**config.mk**
```make
export PLATFORM = sky130hd
export DESIGN_NAME = pileup_allele_count_cpg
export DESIGN_NICKNAME = d
export VERILOG_FILES = /design/src/design/pac_pkg.sv /design/src/design/pac_site.sv /design/src/design/pac_outq.sv /design/src/design/pileup_allele_count_cpg.sv
export SDC_FILE = /design/constraint.sdc
export NUM_CORES = 1
export LEC_CHECK = 0
export BUFFER_PORTS_ARGS = -buffer_cell sky130_fd_sc_hd__buf_2
export CAP_MARGIN = 10
export CORE_ASPECT_RATIO = 1.1
export CORE_UTILIZATION = 50
export CTS_CLUSTER_SIZE = 25
export DETAILED_ROUTE_END_ITERATION = 10
export GPL_TIMING_DRIVEN = 1
export PLACE_DENSITY = 0.64
export REMOVE_ABC_BUFFERS = 1
export SETUP_SLACK_MARGIN = 0.1
export SYNTH_ARGS = -nofsm -noshare
export SYNTH_HDL_FRONTEND = slang
export SYNTH_HIERARCHICAL = 1
export SYNTH_SLANG_ARGS = --single-unit
```
**constraint.sdc**
```tcl
create_clock -name clk_i -period 15 [get_ports clk_i]
set_input_delay 3 -clock clk_i [delete_from_list [all_inputs] [get_ports clk_i]]
set_output_delay 3 -clock clk_i [all_outputs]
set_load 0.01 [all_outputs]
```
**src/design/pac_pkg.sv**
```systemverilog
// ----------------------------------------------------------------------------
// pac_pkg
// Types and constants shared by the pileup allele counter.
// ----------------------------------------------------------------------------
package pac_pkg;

  localparam int SITE_DEPTH_LIMIT = 1024;
  localparam int DEPTH_W   = 11;
  localparam int CNT_W     = 11;
  localparam int FIFO_DEPTH = 4;
  localparam int PTR_W     = 2;
  localparam int FCNT_W    = 3;

  localparam logic [7:0]       QUAL_CAP  = 8'd64;
  localparam logic [CNT_W-1:0] COUNT_MAX = '1;

  localparam logic [1:0] BASE_A = 2'd0;
  localparam logic [1:0] BASE_C = 2'd1;
  localparam logic [1:0] BASE_G = 2'd2;
  localparam logic [1:0] BASE_T = 2'd3;

  localparam logic [2:0] ALLELE_C    = 3'd1;
  localparam logic [2:0] ALLELE_G    = 3'd2;
  localparam logic [2:0] ALLELE_NONE = 3'd4;

  localparam logic [3:0] CODE_A = 4'd1;
  localparam logic [3:0] CODE_C = 4'd2;
  localparam logic [3:0] CODE_G = 4'd4;
  localparam logic [3:0] CODE_T = 4'd8;

  localparam logic [1:0] STATE_UNKNOWN = 2'd0;
  localparam logic [1:0] STATE_REF     = 2'd1;
  localparam logic [1:0] STATE_ALT     = 2'd2;

  localparam logic OP_BASE  = 1'b0;
  localparam logic OP_FLUSH = 1'b1;

  localparam logic CFG_MIN_QUAL   = 1'b0;
  localparam logic CFG_OUTGROUP_EN = 1'b1;

  typedef struct packed {
    logic        op;
    logic [15:0] chrom_index;
    logic [31:0] position;
    logic [1:0]  ref_base;
    logic [2:0]  chimp_allele;
    logic [2:0]  ancestor_allele;
    logic        outgroup_cpg;
    logic [3:0]  base_code;
    logic [7:0]  base_qual;
    logic        is_gap;
    logic        last_of_site;
  } in_beat_t;

  typedef struct packed {
    logic [15:0]      out_chrom;
    logic [31:0]      out_position;
    logic [1:0]       out_ref;
    logic [2:0]       out_alt;
    logic [1:0]       root_state;
    logic             root_cpg;
    logic [1:0]       anc_state;
    logic             anc_cpg;
    logic [CNT_W-1:0] ref_count;
    logic [CNT_W-1:0] alt_count;
    logic             sample_cpg;
    logic             last;
  } out_beat_t;

  typedef struct packed {
    logic [15:0]      chrom;
    logic [31:0]      pos;
    logic [1:0]       ref_b;
    logic [2:0]       alt;
    logic [1:0]       rs;
    logic             rc;
    logic [1:0]       as_st;
    logic             ac;
    logic [CNT_W-1:0] nref;
    logic [CNT_W-1:0] nalt;
  } rec_t;

  typedef struct packed {
    logic [1:0] n;
    out_beat_t  beat0;
    out_beat_t  beat1;
  } push_t;

  typedef struct packed {
    logic [7:0] min_base_qual;
    logic       outgroup_enabled;
  } cfg_t;

  function automatic out_beat_t make_beat(rec_t r, logic cpg, logic last);
    out_beat_t b;
    b.out_chrom    = r.chrom;
    b.out_position = r.pos;
    b.out_ref      = r.ref_b;
    b.out_alt      = r.alt;
    b.root_state   = r.rs;
    b.root_cpg     = r.rc;
    b.anc_state    = r.as_st;
    b.anc_cpg      = r.ac;
    b.ref_count    = r.nref;
    b.alt_count    = r.nalt;
    b.sample_cpg   = cpg;
    b.last         = last;
    return b;
  endfunction

endpackage

```
**src/design/pac_site.sv**
```systemverilog
// ----------------------------------------------------------------------------
// pac_site
// Site accumulator: base filtering, ref/alt counting, outgroup resolution and
// the one-record hold for CpG pairing.
// ----------------------------------------------------------------------------
module pac_site import pac_pkg::*; (
  input  logic     clk_i,
  input  logic     rst_ni,
  input  logic     item_valid_i,
  input  in_beat_t item_i,
  input  cfg_t     cfg_i,
  output push_t    push_o
);

  typedef struct packed {
    logic       ok;
    logic [2:0] alt;
    logic [1:0] state;
    logic       flag;
  } res_t;

  function automatic res_t resolve(logic [2:0] allele, logic [1:0] ref_b, logic cpg,
                                   logic [2:0] alt);
    res_t r;
    r.ok    = 1'b1;
    r.alt   = alt;
    r.state = STATE_UNKNOWN;
    r.flag  = 1'b0;
    if (allele[2]) begin
      r.ok = 1'b1;
    end else if (allele[1:0] == ref_b) begin
      r.state = STATE_REF;
      r.flag  = cpg;
    end else if (alt == ALLELE_NONE) begin
      r.alt   = allele;
      r.state = STATE_ALT;
      r.flag  = cpg;
    end else if (alt != allele) begin
      r.ok = 1'b0;
    end else begin
      r.state = STATE_ALT;
      r.flag  = cpg;
    end
    return r;
  endfunction

  logic [DEPTH_W-1:0] depth_q, depth_d;
  logic [CNT_W-1:0]   cref_q, cref_d, calt_q, calt_d;
  logic [2:0]         alt_q, alt_d;
  logic               aband_q, aband_d;
  logic               held_valid_q, held_valid_d;
  rec_t               held_q, held_d;
  logic [31:0]        prev_pos_q, prev_pos_d;
  logic               prev_c_q, prev_c_d;

  logic [DEPTH_W-1:0] a_depth;
  logic [CNT_W-1:0]   a_cref, a_calt;
  logic [2:0]         a_alt;
  logic               a_aband;
  logic               b_ok;
  logic [1:0]         b;
  logic [7:0]         q_cap;
  logic               take;
  res_t               r_chimp, r_anc;
  logic               ok, nonempty, pair;
  logic [2:0]         alt_fin;
  rec_t               cur;

  always_comb begin
    b_ok = 1'b1;
    b    = BASE_A;
    case (item_i.base_code)
      CODE_A:  b = BASE_A;
      CODE_C:  b = BASE_C;
      CODE_G:  b = BASE_G;
      CODE_T:  b = BASE_T;
      default: b_ok = 1'b0;
    endcase
    q_cap = (item_i.base_qual > QUAL_CAP) ? QUAL_CAP : item_i.base_qual;
    take  = !item_i.is_gap && b_ok && (q_cap >= cfg_i.min_base_qual);

    a_depth = depth_q;
    a_cref  = cref_q;
    a_calt  = calt_q;
    a_alt   = alt_q;
    a_aband = aband_q;
    if (!aband_q && (depth_q < DEPTH_W'(SITE_DEPTH_LIMIT))) begin
      a_depth = depth_q + 1'b1;
      if (take) begin
        if (b == item_i.ref_base) begin
          if (cref_q != COUNT_MAX) a_cref = cref_q + 1'b1;
        end else if ((alt_q == ALLELE_NONE) || (alt_q == {1'b0, b})) begin
          a_alt = {1'b0, b};
          if (calt_q != COUNT_MAX) a_calt = calt_q + 1'b1;
        end else begin
          a_aband = 1'b1;
        end
      end
    end

    r_chimp = resolve(item_i.chimp_allele, item_i.ref_base, item_i.outgroup_cpg, a_alt);
    r_anc   = resolve(item_i.ancestor_allele, item_i.ref_base, item_i.outgroup_cpg,
                      r_chimp.alt);
    ok       = !cfg_i.outgroup_enabled || (r_chimp.ok && r_anc.ok);
    nonempty = (a_cref != '0) || (a_calt != '0);
    if (!cfg_i.outgroup_enabled || a_aband || !nonempty || !r_chimp.ok) begin
      alt_fin = a_alt;
    end else if (!r_anc.ok) begin
      alt_fin = r_chimp.alt;
    end else begin
      alt_fin = r_anc.alt;
    end

    cur.chrom = item_i.chrom_index;
    cur.pos   = item_i.position;
    cur.ref_b = item_i.ref_base;
    cur.alt   = alt_fin;
    cur.rs    = cfg_i.outgroup_enabled ? r_chimp.state : STATE_UNKNOWN;
    cur.rc    = cfg_i.outgroup_enabled & r_chimp.flag;
    cur.as_st = cfg_i.outgroup_enabled ? r_anc.state : STATE_UNKNOWN;
    cur.ac    = cfg_i.outgroup_enabled & r_anc.flag;
    cur.nref  = a_cref;
    cur.nalt  = a_calt;

    pair = held_valid_q && (prev_pos_q == (item_i.position - 32'd1)) && prev_c_q &&
           ((item_i.ref_base == BASE_G) || (alt_fin == ALLELE_G));

    depth_d      = depth_q;
    cref_d       = cref_q;
    calt_d       = calt_q;
    alt_d        = alt_q;
    aband_d      = aband_q;
    held_valid_d = held_valid_q;
    held_d       = held_q;
    prev_pos_d   = prev_pos_q;
    prev_c_d     = prev_c_q;
    push_o.n     = 2'd0;
    push_o.beat0 = make_beat(held_q, 1'b0, 1'b1);
    push_o.beat1 = make_beat(cur, 1'b1, 1'b1);

    if (item_valid_i) begin
      if (item_i.op == OP_FLUSH) begin
        push_o.n     = {1'b0, held_valid_q};
        held_valid_d = 1'b0;
        depth_d      = '0;
        cref_d       = '0;
        calt_d       = '0;
        alt_d        = ALLELE_NONE;
        aband_d      = 1'b0;
      end else if (item_i.last_of_site) begin
        if (!a_aband) begin
          if (nonempty) begin
            if (ok) begin
              if (pair) begin
                push_o.beat0 = make_beat(held_q, 1'b1, 1'b0);
                push_o.n     = 2'd2;
                held_valid_d = 1'b0;
              end else begin
                push_o.n     = {1'b0, held_valid_q};
                held_d       = cur;
                held_valid_d = 1'b1;
              end
            end
          end else begin
            push_o.n     = {1'b0, held_valid_q};
            held_valid_d = 1'b0;
          end
        end
        prev_pos_d = item_i.position;
        prev_c_d   = (item_i.ref_base == BASE_C) || (alt_fin == ALLELE_C);
        depth_d    = '0;
        cref_d     = '0;
        calt_d     = '0;
        alt_d      = ALLELE_NONE;
        aband_d    = 1'b0;
      end else begin
        depth_d = a_depth;
        cref_d  = a_cref;
        calt_d  = a_calt;
        alt_d   = a_alt;
        aband_d = a_aband;
      end
    end
  end

  always_ff @(posedge clk_i or negedge rst_ni) begin
    if (!rst_ni) begin
      depth_q      <= '0;
      cref_q       <= '0;
      calt_q       <= '0;
      alt_q        <= ALLELE_NONE;
      aband_q      <= 1'b0;
      held_valid_q <= 1'b0;
      prev_pos_q   <= '0;
      prev_c_q     <= 1'b0;
    end else begin
      depth_q      <= depth_d;
      cref_q       <= cref_d;
      calt_q       <= calt_d;
      alt_q        <= alt_d;
      aband_q      <= aband_d;
      held_valid_q <= held_valid_d;
      prev_pos_q   <= prev_pos_d;
      prev_c_q     <= prev_c_d;
    end
  end

  always_ff @(posedge clk_i) begin
    held_q <= held_d;
  end

endmodule

```
**src/design/pac_outq.sv**
```systemverilog
// ----------------------------------------------------------------------------
// pac_outq
// Four-entry result queue; takes up to two records a cycle, sends one beat when out_stall_i is low.
// ----------------------------------------------------------------------------
module pac_outq import pac_pkg::*; (
  input  logic              clk_i,
  input  logic              rst_ni,
  input  push_t             push_i,
  input  logic              out_stall_i,
  output logic              out_valid_o,
  output out_beat_t         out_data_o,
  output logic [FCNT_W-1:0] count_o
);

  out_beat_t         mem_q [FIFO_DEPTH];
  logic [PTR_W-1:0]  wr_ptr_q, wr_ptr_d, rd_ptr_q, rd_ptr_d;
  logic [FCNT_W-1:0] count_q, count_d;
  logic              pop;

  assign out_valid_o = (count_q != '0);
  assign out_data_o  = mem_q[rd_ptr_q];
  assign pop         = out_valid_o && !out_stall_i;
  assign count_o     = count_q;

  always_comb begin
    wr_ptr_d = wr_ptr_q + PTR_W'(push_i.n);
    rd_ptr_d = rd_ptr_q + PTR_W'(pop);
    count_d  = count_q + FCNT_W'(push_i.n) - FCNT_W'(pop);
  end

  always_ff @(posedge clk_i) begin
    if (push_i.n != 2'd0) begin
      mem_q[wr_ptr_q] <= push_i.beat0;
    end
    if (push_i.n == 2'd2) begin
      mem_q[wr_ptr_q + PTR_W'(1)] <= push_i.beat1;
    end
  end

  always_ff @(posedge clk_i or negedge rst_ni) begin
    if (!rst_ni) begin
      wr_ptr_q <= '0;
      rd_ptr_q <= '0;
      count_q  <= '0;
    end else begin
      wr_ptr_q <= wr_ptr_d;
      rd_ptr_q <= rd_ptr_d;
      count_q  <= count_d;
    end
  end

endmodule

```
**src/design/pileup_allele_count_cpg.sv**
```systemverilog
// ----------------------------------------------------------------------------
// pileup_allele_count_cpg
// Pileup allele counter with outgroup resolution and CpG pair marking.
//
// Input channel: one pileup base (or a flush) per beat on in_valid_i/in_data_i,
// taken at a clock edge with in_valid_i high and in_stall_o low.
// Output channel: one site record per beat on out_valid_o/out_data_o, taken
// when out_stall_i is low. A site record comes out when the site's last base
// (or a later site, or a flush) releases it; out_data_o.last marks the final
// record caused by one input beat.
// Path: an accepted beat is held in the input register, its records enter the
// four-entry result queue at the next edge and then wait their turn there.
// Throughput: one beat per cycle while the queue has room for two more
// records; in_stall_o rises when it does not.
// A stalled receiver fills the queue and then stalls the input.
// Configuration: cfg_we_i writes min_base_qual (index 0) or outgroup_enabled
// (index 1) from cfg_data_i; write only while the block is idle.
// Reset clears site counters, the hold, the queue and both registers.
// ----------------------------------------------------------------------------
module pileup_allele_count_cpg import pac_pkg::*; (
  input  logic      clk_i,
  input  logic      rst_ni,
  input  logic      in_valid_i,
  output logic      in_stall_o,
  input  in_beat_t  in_data_i,
  output logic      out_valid_o,
  input  logic      out_stall_i,
  output out_beat_t out_data_o,
  input  logic      cfg_we_i,
  input  logic      cfg_index_i,
  input  logic [7:0] cfg_data_i
);

  cfg_t              cfg_q;
  logic              item_valid_q;
  in_beat_t          item_q;
  push_t             push;
  logic [FCNT_W-1:0] fifo_count;
  logic              accept;

  assign in_stall_o = (fifo_count + FCNT_W'(push.n)) > FCNT_W'(FIFO_DEPTH - 2);
  assign accept     = in_valid_i && !in_stall_o;

  always_ff @(posedge clk_i or negedge rst_ni) begin
    if (!rst_ni) begin
      cfg_q.min_base_qual    <= '0;
      cfg_q.outgroup_enabled <= 1'b0;
      item_valid_q           <= 1'b0;
    end else begin
      item_valid_q <= accept;
      if (cfg_we_i) begin
        case (cfg_index_i)
          CFG_MIN_QUAL:    cfg_q.min_base_qual    <= cfg_data_i;
          CFG_OUTGROUP_EN: cfg_q.outgroup_enabled <= cfg_data_i[0];
          default: ;
        endcase
      end
    end
  end

  always_ff @(posedge clk_i) begin
    if (accept) begin
      item_q <= in_data_i;
    end
  end

  pac_site u_site (
    .clk_i        (clk_i),
    .rst_ni       (rst_ni),
    .item_valid_i (item_valid_q),
    .item_i       (item_q),
    .cfg_i        (cfg_q),
    .push_o       (push)
  );

  pac_outq u_outq (
    .clk_i       (clk_i),
    .rst_ni      (rst_ni),
    .push_i      (push),
    .out_stall_i (out_stall_i),
    .out_valid_o (out_valid_o),
    .out_data_o  (out_data_o),
    .count_o     (fifo_count)
  );

endmodule

```
Word-level counts from Yosys, hierarchy flattened --
Memory sizes are Yosys's and may differ from the RTL's. Cells that the tools add are included.
Storage, ports and cells: memories 1, RAM bits 332, word-level logic and storage cells 188, output and inout bits 85, register bits after elaboration 241
Memory list:
- u_outq.mem_q | depth 4, width 83, read ports 1, clocked after memory_dff 0, wr ports 2, RTL line pac_outq.sv:15 | out_beat_t mem_q [FIFO_DEPTH];
Cells by class: reductions and logical operators 37, $lt $le $gt $ge 4, $add $sub $neg 9, muxes and demuxes 73, bitwise gates (word level) 6, eq/ne operators 23
Operators by type and width (count):
- $mux W85 | 4
- $mux W11 | 16
- $mux W83 | 2
- $mux W3 | 16
- $add A11 B1 Y11 const B | 3
- $eq A32 B32 Y1 | 1
- $sub A32 B1 Y32 const B | 1
- $mux W1 | 23
- $ne A11 B11 Y1 const B | 2
- $reduce_bool A11 Y1 | 2
- $mux W2 | 6
- $mux W6 | 2
- $lt A11 B11 Y1 const B | 1
- $eq A3 B3 Y1 const B | 3
- $logic_and A1 B1 Y1 | 9
- $ge A8 B8 Y1 | 1
- $gt A8 B7 Y1 const B | 1
- $logic_or A1 B1 Y1 | 8
- $mux W4 | 2
- $mux W8 | 1
- $logic_not A1 Y1 | 7
- $reduce_and A7 Y1 | 1
- $eq A2 B2 Y1 | 3
- $ne A3 B3 Y1 | 2
- other kinds (26) | 35

Longest topological paths before layout --
word-level depth 34, mapped depth 23, gate-level depth less buffers 21

Modules after synthesis --
The synthesis kept the hierarchy.
Modules (own cells, without submodules):
- pac_outq | times used 1, area each 17055.1 sq um, cells each 843
- pac_site | times used 1, area each 8683.3 sq um, cells each 834
- pileup_allele_count_cpg | times used 1, area each 2627.5 sq um, cells each 100

Worst setup path before layout --
OpenSTA, ideal clock, no wires.
kind register to register, start point reg item_q[8] (netlist name), end point reg u_site.held_valid_q, period minus slack after synthesis 12288 ps, data required time 14876 ps, arrival time 12164 ps, setup slack 2712 ps, stages on the path, launching flop included 17, library setup time 124 ps, path through edfxtp_1 nor2_1 and2_1 ha_1 nor2_1 or3_1 o221a_2 or4_1 clkbuf_1 nor3_1 xnor2_1 o2111ai_1 or4_4 a31oi_1 nor4b_2 nor4_1 o21bai_1
Between the ends: cells in the longest elaborated chain, start to end 26, elaborated cells on any way between the ends 52
Ends and longest elaborated chain:
- from (decl) | RTL line pileup_allele_count_cpg.sv:36 | in_beat_t item_q;
- from (signal assigned) | RTL line pileup_allele_count_cpg.sv:63 | item_q <= in_data_i;
- $gt A8 B7 Y1 | RTL line pac_site.sv:79 | q_cap = (item_i.base_qual > QUAL_CAP) ? QUAL_CAP : item_i.base_qual;
- $mux W8 (*) | RTL line pac_site.sv:79
- $ge A8 B8 Y1 (*) | RTL line pac_site.sv:80 | take = !item_i.is_gap && b_ok && (q_cap >= cfg_i.min_base_qual);
- $logic_and A1 B1 Y1 (*) | RTL line pac_site.sv:80
- $mux W3 | RTL line pac_site.sv:89 | if (take) begin
- $mux W3 | RTL line pac_site.sv:87 | if (!aband_q && (depth_q < DEPTH_W'(SITE_DEPTH_LIMIT))) begin
- $eq A3 B3 Y1 | RTL line pac_site.sv:34 | end else if (alt == ALLELE_NONE) begin
- $mux W3 | RTL line pac_site.sv:34
- [... 10 more ...]
- $logic_or A1 B1 Y1 | RTL line pac_site.sv:126 | ((item_i.ref_base == BASE_G) || (alt_fin == ALLELE_G));
- $logic_and A1 B1 Y1 | RTL line pac_site.sv:125 | pair = held_valid_q && (prev_pos_q == (item_i.position - 32'd1)) && prev_c_q &&
- $mux W1 | RTL line pac_site.sv:154 | if (pair) begin
- $mux W1 | RTL line pac_site.sv:153 | if (ok) begin
- $mux W1 | RTL line pac_site.sv:152 | if (nonempty) begin
- $mux W1 | RTL line pac_site.sv:151 | if (!a_aband) begin
- $mux W1 | RTL line pac_site.sv:150 | end else if (item_i.last_of_site) begin
- $mux W1 | RTL line pac_site.sv:142 | if (item_i.op == OP_FLUSH) begin
- to (signal assigned) | RTL line pac_site.sv:202 | held_valid_q <= held_valid_d;
- to (decl) | RTL line pac_site.sv:51 | logic held_valid_q, held_valid_d;
Mark *: on every way between the ends. The rest lies on a longest branch, timed or not. The select of a mux whose other input is x is not followed. A chain may end at the register's enable or synchronous reset.

==> results.json <==
{
  "fillerInstances": 4562,
  "tritoncts": "yes",
  "synth_top_area_share": 0.513,
  "final_area_um2": 31400,
  "ys_seq_elements": 573,
  "wirelength_um": 63400,
  "grt_max_degree": 60,
  "ctsRootBufferMaster": "clkbuf_16",
  "synth_compound_area_frac": 0.0372,
  "fmax_ghz": 0.103,
  "synth_seq_area_share": 0.591,
  "synthMuxAreaShare": 0.236,
  "multi_input_comb_area_um2": 10500,
  "worst_ep_required_time_ns": 12.00,
  "synthAdderAreaFrac": 0.00847,
  "synth_top_area_cell": "edfxtp_1",
  "grt_pass1_vias": 16200,
  "grt_use_met1": 0.288,
  "viasPerCell": 5.83,
  "synth-xor-area-share": 0.0232,
  "dr.pass1.iters": 6,
  "yosys_warnings": 6,
  "critPathArrivalTime_ns": 6.68,
  "antenna_found_initial": 1,
  "area_growth_pct": 10.6,
  "drv_cap": 0,
  "rsz0062_at_grt": "no",
  "reg2reg_slack_ns": 7.18,
  "worst_pin_slew_ns": 1.14,
  "p_leak_uw": 0.0114,
  "grt_pass1_wl_um": 97200,
  "report.final.hold_viol_count": 0,
  "num_rows": 91,
  "dp_hpwl_um": 38200,
  "hold_ws_ns": 0.498,
  "power.density_nw_per_um2": 146,
  "num_vias": 15700,
  "ff_latch_area_um2": 16800,
  "grt_usage": 0.221,
  "ioPinCount": 171,
  "synth_area_leaders": "edfxtp_1 (51%), mux2_4 (7.8%), dfrtp_1 (7.7%), mux4_2 (6.6%), mux2_1 (4.7%)",
  "h-tree-depth": 2,
  "avgSynthCellArea_um2": 16.0,
  "yosys.area_share.simple": 0.0612,
  "maxSlewHeadroom": 0.242,
  "met2_usage": 0.393,
  "setup_tns_ns": 0,
  "final_util": 0.560,
  "busiest_layer": "met2",
  "clock_latency_ns": 0.62,
  "endpoint_kind": "output port",
  "synth_cells": 1777,
  "die_y_um": 252,
  "worst-setup-path-type": "flop to output port",
  "num_antenna_cells": 0,
  "clkSinkCount": 573,
  "drt_iter0_markers": 985,
  "hp-class": "flop to flop",
  "setup_violations": 0,
  "nNetsFinal": 1998,
  "vdd_drop_max_v": 0.0000903,
  "cts_buffers": 60,
  "route.detailed.drc": 0,
  "grt_util_met3": 0.0298,
  "synth_top_family_by_area": "multiplexers",
  "ant_nets": 0,
  "post_cts_buffers": 0,
  "placed_cell_area_um2": 29400,
  "min_period_ns": 9.68,
  "synth_cell_type_count": 90,
  "syn-cell-area_um2": 28400,
  "ys.flop_type": "edfxtp_1",
  "async_flop_share": 0.154,
  "final.setup_skew_ns": 0.0221,
  "final_common_cell": "edfxtp_1",
  "clock_path_buffers": 3,
  "grt_overflow": 0,
  "power.total_uw": 4570,
  "cts_hold_buffers": 0,
  "slew_viol_final": 0,
  "cts_resized": 0,
  "coreArea_um2": 56000,
  "status": "finished, final reports clean",
  "io_buffers": 170,
  "fin_crit_sh": 0.645,
  "wl_per_cell_um": 23.6,
  "chipWidth_um": 229,
  "start_util": 0.506,
  "design.die.area_um2": 57700,
  "critical_path.startpoint_type": "flop",
  "clkSlewWorstSetupHoldPaths_ns": 0.06,
  "crit_fanout": 9,
  "gp_congestion": 0.891,
  "drive_above_1_share": 0.338,
  "final_cell_mix": "edfxtp_1 (485), buf_2 (169), mux2_4 (148)",
  "synth-edff-count": 485
}
[metal layers]
metal,share of wire,vias to the layer above
met5,0,-
met4,0.015,0
met3,0.042,76
met2,0.52,354
met1,0.42,8168
li1,-,7092
[layout make-up]
cell class / instances / share of cell area
sequential: 573 / 0.534
multi-input combinational: 1029 / 0.334
clock buffer: 82 / 0.0524
timing repair buffer: 193 / 0.0327
tap: 744 / 0.0297
clock inverter: 31 / 0.0123
inverter: 37 / 0.00443
[through the flow]
stage | setup WS, ns | cells
after global placement | 6.05 | 2576
final | 5.32 | 2689
after detailed placement | 5.95 | 2576
after global routing | 4.89 | 2689
after CTS | 5.27 | 2689
after floorplan | 0.615 | 1639
[worst paths after layout]
kind | start | cells after the start | to
hold / removal | u_site/depth_q[9] | 1 | u_site/depth_q[9]
min in group asynchronous | rst_ni | 1 | u_outq/rd_ptr_q[1]
max in group asynchronous | rst_ni | 2 | u_site/calt_q[8]
hold reg to reg | u_site/depth_q[9] | 1 | u_site/depth_q[9]
setup reg to reg | item_q[8] | 20 | u_outq/mem_q[2][11]
setup / recovery | item_q[8] | 20 | in_stall_o
[kinds of logic after synthesis]
family / Yosys count
flip-flops: 573
multiplexers: 464
AND/OR/NAND/NOR: 318
buffers and inverters: 176
AO/OA/AOI/OAI: 151
XOR/XNOR: 75
adder cells (fa/ha/maj): 18
other: 2
[cells in the mapped netlist, drive strengths merged, types with 14 or more instances]
cell,count
dfrtp,87
buf,116
inv,37
nor4,14
edfxtp,485
and3,15
a21oi,28
nor3,31
xor2,30
ha,16
nand4,19
nor2,67
clkbuf,23
nand2,73
xnor2,45
nand3,19
o21ai,35
mux2,374
mux4,83
[critical path: stages (launching register included)]
cell,delay [ns]
edfxtp_1,0.36
nor2_1,0.33
inv_1,0.10
ha_1,0.29
nand2_1,0.07
or3_1,0.33
o221a_2,0.35
nor4_4,0.50
nand3_1,0.16
xnor2_1,0.27
or3_1,0.45
or4_4,0.55
a41o_1,0.34
nor4b_2,0.32
nor3_1,0.10
o211a_1,0.42
ha_1,0.31
fa_1,0.39
xnor2_1,0.20
nand2_1,0.10
buf_2,0.15
[where the power goes]
part / switching [uW] / internal [uW]
clock network: 614 / 920
registers: 196 / 1860
logic: 516 / 469
[registers in the layout (all words and copies together), names as in the netlist]
| signal | flops |
|---|---|
| cfg_q | 9 |
| item_q | 72 |
| item_valid_q | 1 |
| u_outq/count_o | 3 |
| u_outq/mem_q | 332 |
| u_outq/rd_ptr_q | 2 |
| u_outq/wr_ptr_q | 2 |
| u_site/aband_q | 1 |
| u_site/alt_q | 3 |
| u_site/calt_q | 11 |
| u_site/cref_q | 11 |
| u_site/depth_q | 11 |
| u_site/held_q | 81 |
| u_site/held_valid_q | 1 |
| u_site/prev_c_q | 1 |
| u_site/prev_pos_q | 32 |
No activity file was read; power rests on OpenSTA's default activity.
